File: src/rtl/core/ptd_pkg.sv
// Package for the periodic task dispatcher core.
// Holds the field widths, register indexes, request codes and controller state type.
// No dependencies.
package ptd_pkg;

    localparam int TICK_W     = 32;
    localparam int PERIOD_W   = 16;
    localparam int MASK_W     = 4;
    localparam int COUNT_W    = 3;
    localparam int CFG_IDX_W  = 3;
    localparam int CFG_DATA_W = 16;

    localparam logic [CFG_IDX_W-1:0] CFG_ENABLE  = 3'd0;
    localparam logic [CFG_IDX_W-1:0] CFG_ACTIVE  = 3'd1;
    localparam logic [CFG_IDX_W-1:0] CFG_PERIOD0 = 3'd2;

    localparam logic REQ_RUN    = 1'b0;
    localparam logic REQ_RESYNC = 1'b1;

    typedef enum logic [1:0] {
        S_IDLE,
        S_SYNC,
        S_READ,
        S_CALC
    } t_state;

endpackage

File: src/rtl/core/ptd_ram.sv
// Generic single-write, single-read RAM with registered read data.
// No dependencies.
module ptd_ram #(
    parameter int WIDTH = 32,
    parameter int DEPTH = 4
) (
    input  logic                                  i_clk,
    input  logic                                  i_we,
    input  logic [((DEPTH > 1) ? $clog2(DEPTH) : 1)-1:0] i_waddr,
    input  logic [WIDTH-1:0]                      i_wdata,
    input  logic [((DEPTH > 1) ? $clog2(DEPTH) : 1)-1:0] i_raddr,
    output logic [WIDTH-1:0]                      o_rdata
);

    logic [WIDTH-1:0] r_mem [DEPTH];
    logic [WIDTH-1:0] r_rdata;

    always_ff @(posedge i_clk) begin
        if (i_we) begin
            r_mem[i_waddr] <= i_wdata;
        end
        r_rdata <= r_mem[i_raddr];
    end

    assign o_rdata = r_rdata;

endmodule

File: src/rtl/core/periodic_task_dispatcher_core.sv
// Periodic task dispatcher: top level with controller and config registers.
// Depends on ptd_pkg and ptd_ram (last-fire times).
// Resync: S_SYNC writes each slot's last-fire time in turn. Run: S_READ (RAM read) then S_CALC
// (update) per slot for min(active_count, NUM_TASKS) slots; busy, no new item, until the strobe.
// The receiver cannot stall; each result shows for one cycle.
// Reset: control/config regs and all last-fire times read as zero at once, no clearing pass.
module periodic_task_dispatcher_core
    import ptd_pkg::*;
#(
    parameter int NUM_TASKS = 4
) (
    input  logic                  i_clk,
    input  logic                  i_rst_n,
    input  logic                  start,
    output logic                  busy,
    input  logic                  i_req_type,
    input  logic [TICK_W-1:0]     i_now_tick,
    output logic                  o_fire_valid,
    output logic [MASK_W-1:0]     o_fire_mask,
    input  logic                  i_cfg_we,
    input  logic [CFG_IDX_W-1:0]  i_cfg_idx,
    input  logic [CFG_DATA_W-1:0] i_cfg_data
);

    localparam int AW = (NUM_TASKS > 1) ? $clog2(NUM_TASKS) : 1;
    localparam logic [COUNT_W-1:0] NT = COUNT_W'(NUM_TASKS);

    t_state                r_state, n_state;
    logic [AW-1:0]         r_slot, n_slot;
    logic [TICK_W-1:0]     r_now;
    logic [MASK_W-1:0]     r_mask, n_mask;
    logic                  r_out_valid, n_out_valid;
    logic [MASK_W-1:0]     r_out_mask, n_out_mask;
    logic [MASK_W-1:0]     r_enable;
    logic [COUNT_W-1:0]    r_active;
    logic [PERIOD_W-1:0]   r_period [NUM_TASKS];
    logic [NUM_TASKS-1:0]  r_valid_bits;

    logic                  accept;
    logic [COUNT_W-1:0]    slots;
    logic                  run_last;
    logic                  sync_last;
    logic                  ram_we;
    logic [TICK_W-1:0]     ram_wdata;
    logic [TICK_W-1:0]     ram_rdata;
    logic [TICK_W-1:0]     last_time;
    logic [TICK_W-1:0]     elapsed;
    logic [TICK_W-1:0]     period_ext;
    logic [PERIOD_W-1:0]   period;
    logic                  due;
    logic                  late;

    assign accept    = start && !busy;
    assign busy      = (r_state != S_IDLE);
    assign slots     = (r_active > NT) ? NT : r_active;
    assign run_last  = ((COUNT_W'(r_slot) + COUNT_W'(1)) >= slots);
    assign sync_last = (COUNT_W'(r_slot) == (NT - COUNT_W'(1)));

    assign period     = r_period[r_slot];
    assign period_ext = TICK_W'(period);
    assign last_time  = r_valid_bits[r_slot] ? ram_rdata : '0;
    assign elapsed    = r_now - last_time;
    assign due        = r_enable[r_slot] && (elapsed >= period_ext);
    assign late       = (elapsed >= (period_ext << 1));

    ptd_ram #(
        .WIDTH(TICK_W),
        .DEPTH(NUM_TASKS)
    ) u_time_ram (
        .i_clk  (i_clk),
        .i_we   (ram_we),
        .i_waddr(r_slot),
        .i_wdata(ram_wdata),
        .i_raddr(r_slot),
        .o_rdata(ram_rdata)
    );

    always_comb begin
        n_state = r_state;
        case (r_state)
            S_IDLE: begin
                if (accept) begin
                    if (i_req_type == REQ_RESYNC) begin
                        n_state = S_SYNC;
                    end else if (((r_active > NT) ? NT : r_active) != '0) begin
                        n_state = S_READ;
                    end
                end
            end
            S_SYNC: begin
                if (sync_last) begin
                    n_state = S_IDLE;
                end
            end
            S_READ: begin
                n_state = S_CALC;
            end
            S_CALC: begin
                n_state = run_last ? S_IDLE : S_READ;
            end
            default: begin
                n_state = S_IDLE;
            end
        endcase
    end

    always_comb begin
        n_slot      = r_slot;
        n_mask      = r_mask;
        n_out_valid = 1'b0;
        n_out_mask  = r_out_mask;
        ram_we      = 1'b0;
        ram_wdata   = r_now;
        case (r_state)
            S_IDLE: begin
                n_slot = '0;
                n_mask = '0;
                if (accept && (i_req_type == REQ_RUN) && (slots == '0)) begin
                    n_out_valid = 1'b1;
                    n_out_mask  = '0;
                end
            end
            S_SYNC: begin
                ram_we = 1'b1;
                n_slot = r_slot + AW'(1);
                if (sync_last) begin
                    n_out_valid = 1'b1;
                    n_out_mask  = '0;
                end
            end
            S_READ: begin
                n_slot = r_slot;
            end
            S_CALC: begin
                if (due) begin
                    n_mask = r_mask | (MASK_W'(1) << r_slot);
                    if (period != '0) begin
                        ram_we    = 1'b1;
                        ram_wdata = late ? r_now : (last_time + period_ext);
                    end
                end
                n_slot = r_slot + AW'(1);
                if (run_last) begin
                    n_out_valid = 1'b1;
                    n_out_mask  = due ? (r_mask | (MASK_W'(1) << r_slot)) : r_mask;
                end
            end
            default: begin
                n_slot = '0;
            end
        endcase
    end

    always_ff @(posedge i_clk) begin
        if (!i_rst_n) begin
            r_state      <= S_IDLE;
            r_slot       <= '0;
            r_mask       <= '0;
            r_out_valid  <= 1'b0;
            r_out_mask   <= '0;
            r_enable     <= '0;
            r_active     <= '0;
            r_valid_bits <= '0;
            for (int i = 0; i < NUM_TASKS; i++) begin
                r_period[i] <= '0;
            end
        end else begin
            r_state     <= n_state;
            r_slot      <= n_slot;
            r_mask      <= n_mask;
            r_out_valid <= n_out_valid;
            r_out_mask  <= n_out_mask;
            if (ram_we) begin
                r_valid_bits[r_slot] <= 1'b1;
            end
            if (i_cfg_we) begin
                if (i_cfg_idx == CFG_ENABLE) begin
                    r_enable <= i_cfg_data[MASK_W-1:0];
                end
                if (i_cfg_idx == CFG_ACTIVE) begin
                    r_active <= i_cfg_data[COUNT_W-1:0];
                end
                for (int i = 0; i < NUM_TASKS; i++) begin
                    if (i_cfg_idx == (CFG_PERIOD0 + CFG_IDX_W'(i))) begin
                        r_period[i] <= i_cfg_data[PERIOD_W-1:0];
                    end
                end
            end
        end
    end

    always_ff @(posedge i_clk) begin
        if (accept) begin
            r_now <= i_now_tick;
        end
    end

    assign o_fire_valid = r_out_valid;
    assign o_fire_mask  = r_out_mask;

endmodule

File: config.mk
export PLATFORM = sky130hd
export DESIGN_NAME = periodic_task_dispatcher_core
export DESIGN_NICKNAME = d
export VERILOG_FILES = /design/src/rtl/core/ptd_pkg.sv /design/src/rtl/core/ptd_ram.sv /design/src/rtl/core/periodic_task_dispatcher_core.sv
export SDC_FILE = /design/constraint.sdc
export NUM_CORES = 1
export LEC_CHECK = 0
export ABC_CLOCK_PERIOD_IN_PS = 8200
export BUFFER_PORTS_ARGS = -buffer_cell sky130_fd_sc_hd__buf_2
export CORE_UTILIZATION = 60
export DETAILED_ROUTE_END_ITERATION = 10
export PLACE_DENSITY = 0.78
export SETUP_SLACK_MARGIN = 0.15
export SLEW_MARGIN = 10
export SYNTH_ARGS = -nofsm -noshare
export SYNTH_HDL_FRONTEND = slang
export SYNTH_SLANG_ARGS = --single-unit
File: constraint.sdc
create_clock -name i_clk -period 8.2 [get_ports i_clk]
set_input_delay 0.82 -clock i_clk [delete_from_list [all_inputs] [get_ports i_clk]]
set_output_delay 0.82 -clock i_clk [all_outputs]
set_load 0.02 [all_outputs]
Yosys cells after proc, flatten, opt, wreduce, memory -nomap -nowiden
Memory sizes are Yosys's and may differ from the RTL's. A register that Yosys moved wholly into a read port is not among the register bits.
Index checks and enable logic that the tools add are counted.
{"block": "op_classes", "n_addsub": 4, "n_mul": 0, "div_mod_pow": 0, "magnitude_cmp": 6, "eq_ne": 14, "n_shift": 1, "n_mux": 57, "n_bitwise": 7, "n_reduce_logical": 19}
{"operator": "32-bit two-way mux", "n": 5}
{"operator": "16-bit two-way mux", "n": 4}
{"operator": "32-bit by 16-bit adder with 32-bit output", "n": 1}
{"operator": "32-bit by 16-bit greater-or-equal comparator with 1-bit output", "n": 1}
{"operator": "32-bit by 17-bit greater-or-equal comparator with 1-bit output", "n": 1}
{"operator": "32-bit subtractor", "n": 1}
{"operator": "1-bit two-way mux", "n": 27}
{"operator": "4-bit two-way mux", "n": 4}
{"operator": "16-bit nonzero test", "n": 1}
{"operator": "2-bit two-way mux", "n": 7}
{"operator": "4-bit one-hot mux with 3 select lines", "n": 1}
{"operator": "2-bit inequality test (second input constant)", "n": 4}
{"operator": "4-bit OR", "n": 2}
{"operator": "2-bit one-hot mux with 4 select lines", "n": 1}
{"operator": "4-bit one-hot mux with 2 select lines", "n": 1}
{"operator": "2-bit equality test (second input constant)", "n": 3}
{"operator": "3-bit by 2-bit equality test with 1-bit output (second input constant)", "n": 2}
{"operator": "3-bit equality test (second input constant)", "n": 2}
{"operator": "3-bit zero test", "n": 2}
{"operator": "3-bit nonzero test", "n": 2}
{"operator": "1-bit logical AND", "n": 5}
{"operator": "1-bit binary-select mux with 2-bit select", "n": 2}
{"operator": "1-bit OR", "n": 4}
{"operator": "2-bit one-hot mux with 2 select lines", "n": 1}
{"operator": "other kinds (22)", "n": 24}
{"block": "totals", "regBits": 56, "latchBits": 0, "ram_bits": 192, "rom_bits": 0, "in_bits": 56, "out_inout_bits": 6, "elab_cells": 119, "n_memories": 2}
{"memory": "u_time_ram.r_mem", "depth": 4, "width": 32, "rd": 1, "rd_clocked_by_memory_dff": 1, "wr": 1, "line_no": "ptd_ram.sv:15", "rtl": "logic [WIDTH-1:0] r_mem [DEPTH];"}
{"memory": "r_period", "depth": 4, "width": 16, "rd": 1, "rd_clocked_by_memory_dff": 1, "wr": 4, "line_no": "periodic_task_dispatcher_core.sv:36", "rtl": "logic [PERIOD_W-1:0] r_period [NUM_TASKS];"}

Depth between registers and ports, before layout
Gate-level depths: netlist (run 1).
{"block": "depth", "word_depth": 10, "mapped_depth": 27, "ltp_nobuf": 21}

Cells and area by module
A second synthesis (run 1) with hierarchy kept.
{"block": "unflattened", "hier_cells": 1204, "hier_area_um2": 15055.7}
{"module": "periodic_task_dispatcher_core", "instances": 1, "cells_per_inst": 1001, "area_each_um2": 9725.6, "seq_area_each_um2": 3403.3}
{"module": "ptd_ram", "instances": 1, "cells_per_inst": 203, "area_each_um2": 5330.1, "seq_area_each_um2": 4484.3}

Least setup slack after synthesis (run 1)
No wires, ideal clock.
{"block": "synth_path", "path_type": "reg2reg", "start": "register r_slot[0]", "end": "memory u_time_ram.r_mem[0][0] (enable)", "setup_ns": 0.466, "arrival_time_ns": 6.982, "path_slack_ns": 0.752, "path_stages_with_launch": 23, "n_path_buf": 7, "synth_period_minus_slack_ns": 7.448, "path_cell_list": "dfxtp_1 -> buf_2 -> mux4_2 -> buf_2 -> clkbuf_1 -> buf_1 -> clkbuf_1 -> nand2_1 -> ha_1 -> clkbuf_1 -> and3_1 -> a31oi_1 -> nand2_1 -> or2_2 -> a211oi_1 -> xnor2_1 -> ha_1 -> nand4_1 -> a211oi_1 -> or2_2 -> nor4_2 -> buf_2 -> o21ai_0"}
{"block": "synth_via", "elab_chain_cells": 10, "word_cells_on_any_way": 12}
{"item": "start, declared", "line_no": "periodic_task_dispatcher_core.sv:29", "rtl": "logic [AW-1:0] r_slot, n_slot;"}
{"item": "start signal, assigned", "line_no": "periodic_task_dispatcher_core.sv:169", "rtl": "r_slot <= n_slot;"}
{"item": "1-bit binary-select mux with 2-bit select", "line_no": "periodic_task_dispatcher_core.sv:61", "rtl": "assign last_time = r_valid_bits[r_slot] ? ram_rdata : '0;"}
{"item": "1-bit two-way mux (implied by the code)", "line_no": "periodic_task_dispatcher_core.sv:61"}
{"item": "32-bit two-way mux", "line_no": "periodic_task_dispatcher_core.sv:61"}
{"item": "32-bit subtractor", "line_no": "periodic_task_dispatcher_core.sv:62", "rtl": "assign elapsed = r_now - last_time;"}
{"item": "32-bit by 16-bit greater-or-equal comparator with 1-bit output", "line_no": "periodic_task_dispatcher_core.sv:63", "rtl": "assign due = r_enable[r_slot] && (elapsed >= period_ext);"}
{"item": "1-bit logical AND", "line_no": "periodic_task_dispatcher_core.sv:63"}
{"item": "1-bit two-way mux", "line_no": "periodic_task_dispatcher_core.sv:135", "rtl": "if (due) begin"}
{"item": "1-bit one-hot mux with 2 select lines", "line_no": "periodic_task_dispatcher_core.sv:114", "rtl": "case (r_state)"}
{"item": "1-bit two-way mux", "line_no": "ptd_ram.sv:19", "rtl": "if (i_we) begin"}
{"item": "1-bit two-way mux (implied by the code)", "line_no": "ptd_ram.sv:20", "rtl": "r_mem[i_waddr] <= i_wdata;"}
{"item": "end, declared", "line_no": "ptd_ram.sv:15"}
Several ways; a longest one is shown, not always the timed one. The select of a mux whose other input is x is not followed.

Worst setup path after layout (run 1)
{"block": "layout_path", "start": "register r_slot[0]", "end": "memory u_time_ram.r_mem[0][20] (enable)"}
Same word-level chain as after synthesis.

==> summary.txt, run 1 <==
first-pass GRT wire length: 53.97 mm
Cell Area, Synth: 14,730 µm²
post-synthesis simple-gate area fraction: 12.67%
Clock Skews: 52.27 ps
Synth Area in Adders: 8.004%
reg2reg start: r_slot[0]$_SDFFE_PN0N_
maxcap violations: 0
NumNets Final: 1,393
Worst EP required: 8460 ps
largest family of logic cells by synthesized area: simple AND/OR/NAND/NOR gates
slowest stage cell, crit path: mux4_2
Crit. End Element: flop
Final Hold Viols: 0
sequential-to-total area share from yosys stat: 53.56%
Synth Instances: 1,187
Die Y-Extent: 158.7 µm
arrival time worst endpoint: 6680 ps
drt pass-1 iters: 8
Multi-input gate area: 6505 µm²
worst r2r path cells: 20
Synth Area in XOR/XNOR: 2.617%
crit path to: u_time_ram.r_mem[0][20]$_DFFE_PP_
DP Cell Count: 1,533
Row Count: 56
vias per cell: 6.293
H-tree Lvls: 1
pin count of the biggest net entering global routing: 40
Die W: 158.7 µm
final setup vio count: 0
CORE AREA: 23,750 µm²
async set-reset flop share out of synthesis: 0%
Ys Warns: 0
grt ovf: 0
Total Power: 5.379 mW
Setup TNS: 0 ps
Min-Delay Path Class: input port to flop
actual slew at the worst max-slew pin: 1087 ps
CTS resizes: 0
ANT nets after route: 0
FF+latch area: 7890 µm²
die area: 25,170 µm²
initial DRC count: 829
delay-heaviest family, CP: simple AND/OR/NAND/NOR gates
initial antenna violation count: 2
Final GP Congestion: 0.9849
final non-filler cell total: 1,585
critical path launch point: r_slot[0]$_SDFFE_PN0N_
pwr/cell area: 328.0 nW/µm²
Synth Area in Compound Gates: 9.542%
multiplexer share of the synthesized area: 10.97%
Synth top area share: 45.68%
WL final: 35.25 mm
Leakage: 6.061 nW
Clock Path Buffers: 3
most area-hungry cell type in the Yosys netlist: edfxtp_1
ys flop type: edfxtp_1
layout cell share with drive strength beyond 1: 15.32%
clk_lat worst skew: 580 ps
top post-synthesis cells by area: edfxtp_1, dfxtp_1, ha_1, mux4_2, and2_1
TritonCTS Buffers: 28
post-CTS setup buffers: 0
Area Overhead vs Synth: 11.37%
Peak VDD IR: 0.3486 mV
Final period util: 78.32%
HPWL after DPL: 24.39 mm
number of synthesized flops with an enable pin: 224
Hold Buf Count CTS: 0
fill count: 1,632
outcome: completed
GRT Total Usage: 28.98%
critical-path maximum fanout: 38
Worst path max stage delay: 880 ps
Placed Area: 15,390 µm²
RSZ-0062 raised after global routing: no
Unique masters post-synth: 68
Starting Density: 61.99%
Mapped Avg Cell Area: 12.41 µm²
routed via count: 9,975
fmax: 0.1557 GHz
fin area: 16,400 µm²
DRC: 0
min Tclk post-route: 6422 ps
CTS tree: done
R2R Setup Slk: 1780 ps
syn_nets: 1,336
n_diodes: 0
CP cell instances: mux4_2 > nand2_1 > ha_1 > and2_1 > a221oi_1 > a21o_1 > nand2_1 > or2_2 > a211oi_1 > xnor2_1 > ha_1 > nand4_1 > nor2_1 > a211oi_1 > o21ai_0 > or2_2 > nor4_4 > buf_4 > o21ai_4 > buf_4
Worst Path Buf+Inv: 2
CP startpoint kind: flop
Worst-path clk slew: 70 ps
I/O pin count: 62
vias in the first global route: 9,838
clock root buffer: clkbuf_16
max_slew headroom: 27.26%
r2r endpoint: u_time_ram.r_mem[0][20]$_DFFE_PP_
number of cells on the critical path: 20
WS Path Type: flop to flop
clock sink count: 282
DR WL/cell: 22.24 µm
FF+latch count, synth: 282
Pins Over Slew Limit: 0
IO buf count: 61
==> layout by cell type (no fill, tap or decap), drive strengths merged, types with 11 or more instances in the layout <==
cell type,count
and2,76
nor2b,11
xnor2,30
dfxtp,58
nor4,14
xor2,14
buf,75
a21o,18
o21ai,54
mux2,33
a21oi,58
o21a,17
nor2,47
nor3,20
inv,51
nand3,30
nand4,19
mux4,49
edfxtp,224
clkbuf,30
ha,91
clkinv,12
mux2i,14
nand2,99
==> cells by family (layout without fill, tap and decap cells) <==
logic type / after synthesis / in the layout
xor gates and xnor gates: 44 / 44
AOI/OAI and AO/OA: 218 / 218
adders and majority gates: 93 / 93
muxes: 96 / 96
DFF: 282 / 282
and+or+nand+nor: 356 / 356
buffers and inverters: 98 / 177
==> cell type report <==
class / instances / area share, %
multi-input cells: 807 / 39.67
inverters: 50 / 1.144
clock buffers: 30 / 4.440
clock inverters: 22 / 1.701
well taps: 319 / 2.434
repair buffers: 75 / 2.502
flip-flops and latches: 282 / 48.11
==> per-stage QoR <==
step / hold slack [ps] / worst slack (ps) / util [%]
finish: 412.9 / 1778 / 69.04
global route: 407.3 / 1362 / 69.04
CTS: 404.7 / 1855 / 69.04
detailed placement: 451.3 / 2019 / 64.80
global placement: 443.1 / 2233 / 64.80
floorplan: 425.9 / 752.5 / -
==> power by group <==
part	switching (mW)	leakage (nW)	internal (mW)
clock network	0.574	0.480	0.785
logic	1.28	3.02	0.817
registers	0.117	2.56	1.81
total	1.97	6.06	3.41
==> synth_stat cells, types with 47 or more instances <==
| library cell | n |
|---|---|
| ha_1 | 91 |
| inv_1 | 49 |
| nand2_1 | 99 |
| edfxtp_1 | 224 |
| o21ai_0 | 52 |
| nor2_1 | 47 |
| mux4_2 | 49 |
| dfxtp_1 | 58 |
| and2_1 | 75 |
| a21oi_1 | 58 |
==> state kept, by name, indices dropped and copies added (netlist names), named ones only <==
| signal | count |
|---|---|
| u_time_ram.r_mem | 128 |
| r_period | 64 |
| r_now | 32 |
| u_time_ram.o_rdata | 32 |
| o_fire_mask | 4 |
| r_enable | 4 |
| r_mask | 4 |
| r_valid_bits | 4 |
| r_active | 3 |
| r_slot | 2 |
| r_state | 2 |
| o_fire_valid | 1 |
==> worst reg2reg max path: stages (launching register included) <==
cell and delay, ps:
dfxtp_2 330, mux4_2 880, nand2_1 250, ha_1 370
and2_1 220, a221oi_1 440, a21o_1 220, nand2_1 220
or2_2 370, a211oi_1 280, xnor2_1 210, ha_1 300
nand4_1 110, nor2_1 60, a211oi_1 240, o21ai_0 170
or2_2 350, nor4_4 270, buf_4 320, o21ai_4 200
buf_4 290
==> worst min-delay path by stage <==
stage          slack (ps)                    startpoint  depth (start not counted)                           end
5_1_grt               410                i_now_tick[25]                          1           r_now[25]$_DFFE_PP_
3_3_place_gp          440  r_valid_bits[1]$_SDFFE_PN0P_                          2  r_valid_bits[1]$_SDFFE_PN0P_
2_1_floorplan         430        r_mask[0]$_SDFFE_PN0P_                          2        r_mask[0]$_SDFFE_PN0P_
3_5_place_dp          450        r_mask[3]$_SDFFE_PN0P_                          2        r_mask[3]$_SDFFE_PN0P_
4_1_cts               400                i_now_tick[30]                          1           r_now[30]$_DFFE_PP_
6_report              410                i_now_tick[30]                          1           r_now[30]$_DFFE_PP_
==> per-layer routing <==
metal	wire length, µm	part of all wire (%)	global-route usage (%)
met2	16510	47	46.60
met5	18	0.051	0
met1	14800	42	39.48
met3	2786	7.9	5.607
met4	1136	3.2	10.12
Power figures use the tool's default switching activity.
==> run 2: changes to the inputs <==
--- a/config.mk
+++ b/config.mk
@@ -5,7 +5,8 @@
 export SDC_FILE = /design/constraint.sdc
 export NUM_CORES = 1
 export LEC_CHECK = 0
-export ABC_CLOCK_PERIOD_IN_PS = 8200
+export ABC_AREA = 1
+export ABC_CLOCK_PERIOD_IN_PS = 6400
 export BUFFER_PORTS_ARGS = -buffer_cell sky130_fd_sc_hd__buf_2
 export CORE_UTILIZATION = 60
 export DETAILED_ROUTE_END_ITERATION = 10
==> constraint.sdc (replaced) <==
create_clock -name i_clk -period 6.4 [get_ports i_clk]
set_input_delay 0.64 -clock i_clk [delete_from_list [all_inputs] [get_ports i_clk]]
set_output_delay 0.64 -clock i_clk [all_outputs]
set_load 0.02 [all_outputs]
==> run 2 against run 1 <==
  * Sequential cell count unchanged
  * Combinational power increased by 63%
  * Sequential power increased by 31%
  * Global-route usage increased by 1.4 points
  * Synthesized area increased by 3.9%
  * Via count increased by 23%
  * Highest routed layer is now met4
==> summary.txt, run 2 <==
Crit. End Element: flop
Hold Buf Count CTS: 0 (unchanged)
pwr/cell area: 450.4 nW/µm² (+37%)
WL met1: 16.45 mm (+11%)
reg2reg start: r_slot[1]$_SDFFE_PN0N_
Final GP Congestion: 0.9333 (-5.2%)
most frequent cells in the layout: nand2_1, inv_1, edfxtp_1, nor2_1, o21ai_0
Die Y-Extent: 161.7 µm (+1.9%)
metal2 WL: 18.30 mm (+11%)
Min-Delay Path Class: input port to flop
Pins Over Slew Limit: 0 (unchanged)
most area-hungry cell type in the Yosys netlist: edfxtp_1
metal3 WL: 3.132 mm (+12%)
Worst-path clk slew: 60 ps (about the same)
DR WL/cell: 17.92 µm (-19%)
top post-synthesis cells by count: nand2_1, inv_1, edfxtp_1
most common cell in the netlist: nand2_1
drt pass-1 iters: 8 (unchanged)
Total Power: 7.615 mW (+42%)
routed via count: 12,270 (+23%)
Top Layer Used: met4
final non-filler cell total: 2,186 (+38%)
critical-path maximum fanout: 27 (-29%)
die area: 26,150 µm² (+3.9%)
HPWL after DPL: 28.35 mm (+16%)
Synth Instances: 1,771 (+49%)
DP Cell Count: 2,134 (+39%)
actual slew at the worst max-slew pin: 1108 ps (+20.43 ps)
CORE AREA: 25,110 µm² (+5.7%)
initial antenna violation count: 0 (-2)
critical path launch point: r_slot[1]$_SDFFE_PN0N_
layout cell share with drive strength beyond 1: 8.621% (-6.7 points)
CTS resizes: 0 (unchanged)
clock sink count: 282 (unchanged)
CTS tree: done
Worst path max stage delay: 810 ps (-70 ps)
Cell Area, Synth: 15,310 µm² (+3.9%)
crit path to: u_time_ram.r_mem[0][30]$_DFFE_PP_
Final period util: 89.00% (+11 points)
top post-synthesis cells by area: edfxtp_1, nand2_1, dfxtp_1, ha_1, inv_1
min Tclk post-route: 5696 ps (-726.1 ps)
arrival time worst endpoint: 5980 ps (-700 ps)
maxcap violations: 0 (unchanged)
Mapped Avg Cell Area: 8.643 µm² (-30%)
clk_lat worst skew: 570 ps (about the same)
fmax: 0.1756 GHz (+13%)
post-CTS setup buffers: 0 (unchanged)
largest reg by FF count: u_time_ram.r_mem
ys flop type: edfxtp_1
DRC: 0 (unchanged)
Starting Density: 60.96% (-1.0 points)
Worst Path Buf+Inv: 6 (+4)
async set-reset flop share out of synthesis: 0% (unchanged)
outcome: completed
r2r endpoint: u_time_ram.r_mem[0][30]$_DFFE_PP_
Unique masters post-synth: 46 (-32%)
CP startpoint kind: flop
final setup vio count: 0 (unchanged)
initial DRC count: 1,202 (+45%)
max FFs per register: 128 (unchanged)
Setup TNS: 0 ps (unchanged)
H-tree Lvls: 1 (unchanged)
FF+latch count, synth: 282 (unchanged)
max_slew headroom: 26.08% (-1.2 points)
most common cell after layout, fill and taps aside: nand2_1
syn_nets: 1,920 (+44%)
Leakage: 7.522 nW (+24%)
first-pass GRT wire length: 61.08 mm (+13%)
sequential-to-total area share from yosys stat: 51.53% (-2.0 points)
Area Overhead vs Synth: 10.47%
worst r2r path cells: 32 (+60%)
Worst EP required: 6680 ps (-1780 ps)
Ys Warns: 0 (unchanged)
pin count of the biggest net entering global routing: 69 (+73%)
WS Path Type: flop to flop
n_diodes: 0 (unchanged)
Peak VDD IR: 0.3088 mV (-11%)
ANT nets after route: 0 (unchanged)
largest registers: u_time_ram.r_mem x128, r_period x64
Clock Skews: 38.01 ps (-14.25 ps)
Row Count: 58 (+3.6%)
R2R Setup Slk: 700 ps (-1070 ps)
vias per cell: 5.612 (-11%)
vias in the first global route: 11,780 (+20%)
hold_sp: i_now_tick[0]
NumNets Final: 1,983 (+42%)
clock root buffer: clkbuf_16
I/O pin count: 62 (unchanged)
Die W: 161.7 µm (+1.9%)
Synth top area share: 43.95% (-1.7 points)
WL final: 39.18 mm (+11%)
number of synthesized flops with an enable pin: 224 (unchanged)
Clock Path Buffers: 3 (unchanged)
TritonCTS Buffers: 28 (unchanged)
IO buf count: 61 (unchanged)
Final Hold Viols: 0 (unchanged)
GRT Total Usage: 30.34% (+1.4 points)
number of cells on the critical path: 32 (+60%)
RSZ-0062 raised after global routing: no
grt ovf: 0 (unchanged)
delay-heaviest family, CP: simple AND/OR/NAND/NOR gates
slowest stage cell, crit path: inv_1
[run 2: cell types whose count changed after synthesis, sizes merged, moves of 32 or more]
cell | before | now
nand2 | 99 | 436
inv | 49 | 251
nor2 | 47 | 229
and2 | 76 | 2
nand3 | 30 | 90
o21ai | 54 | 106
mux4 | 49 | 0
mux2 | 33 | 0
o22ai | 0 | 32
[run 2: metrics by stage]
stage | area [µm²] | utilization (%) | hold slack, ps | setup WS [ps]
6_report | 16910 | 67.34 | 242.9 | 704.2
5_1_grt | 16910 | 67.34 | 228.3 | 249.7
4_1_cts | 16910 | 67.34 | 225.7 | 704.3
3_5_place_dp | 15960 | 63.56 | 461.8 | 732.5
3_3_place_gp | 15960 | 63.56 | 442.4 | 762.2
2_1_floorplan | 15310 | - | 430.0 | 1467
[run 2: worst reg2reg max path: cells and delay by family, from the launching register on]
family                   cells  cell delay, ps
flip-flops                   1             460
AO/OA/AOI/OAI                2             160
XOR/XNOR                     1             260
adder cells (fa/ha/maj)      3             850
AND/OR/NAND/NOR             20            2010
buffers and inverters        6            1650
[run 2: how the worst min path moves through the flow]
stage                                        end  slack [ps]  cells after the start
finish                        r_now[0]$_DFFE_PP_         240                      1
detailed placement  r_valid_bits[3]$_SDFFE_PN0P_         460                      2
global placement    r_valid_bits[1]$_SDFFE_PN0P_         440                      2
global route                  r_now[4]$_DFFE_PP_         230                      1
CTS                           r_now[4]$_DFFE_PP_         230                      1
floorplan           r_valid_bits[1]$_SDFFE_PN0P_         430                      2
[run 2: layer usage]
metal  vias up  global-route usage, %
met5         -                      0
met4         0                  10.46
met3        79                  4.648
met2       529                  49.75
met1      5694                  41.27
li1       5965                      -
[run 2: power breakdown]
part	internal, mW	switching, mW	leakage [nW]
Combinational	1.12	2.29	4.49
Sequential	2.36	0.158	2.57
Clock	0.964	0.723	0.462
Total	4.45	3.17	7.52
[run 2: layout make-up]
class	count	area (µm²)
Clock inverter	16	198.9
Timing Repair Buffer	81	455.4
Fill cell	2056	8200
Inverter	252	945.9
Multi-Input combinational cell	1189	6256
Sequential cell	282	7889
Tap cell	330	412.9
Clock buffer	36	750.7
[run 2: kinds of logic (layout without fill, tap and decap cells)]
| kind of cell | count (synthesis) | count (layout) | synth area share, % |
|---|---|---|---|
| flip-flops | 282 | 282 | 51.53 |
| adder cells (fa/ha/maj) | 93 | 93 | 7.700 |
| buffers and inverters | 300 | 385 | 7.660 |
| AND/OR/NAND/NOR | 800 | 800 | 21.35 |
| AO/OA/AOI/OAI | 250 | 250 | 9.074 |
| XOR/XNOR | 46 | 46 | 2.681 |
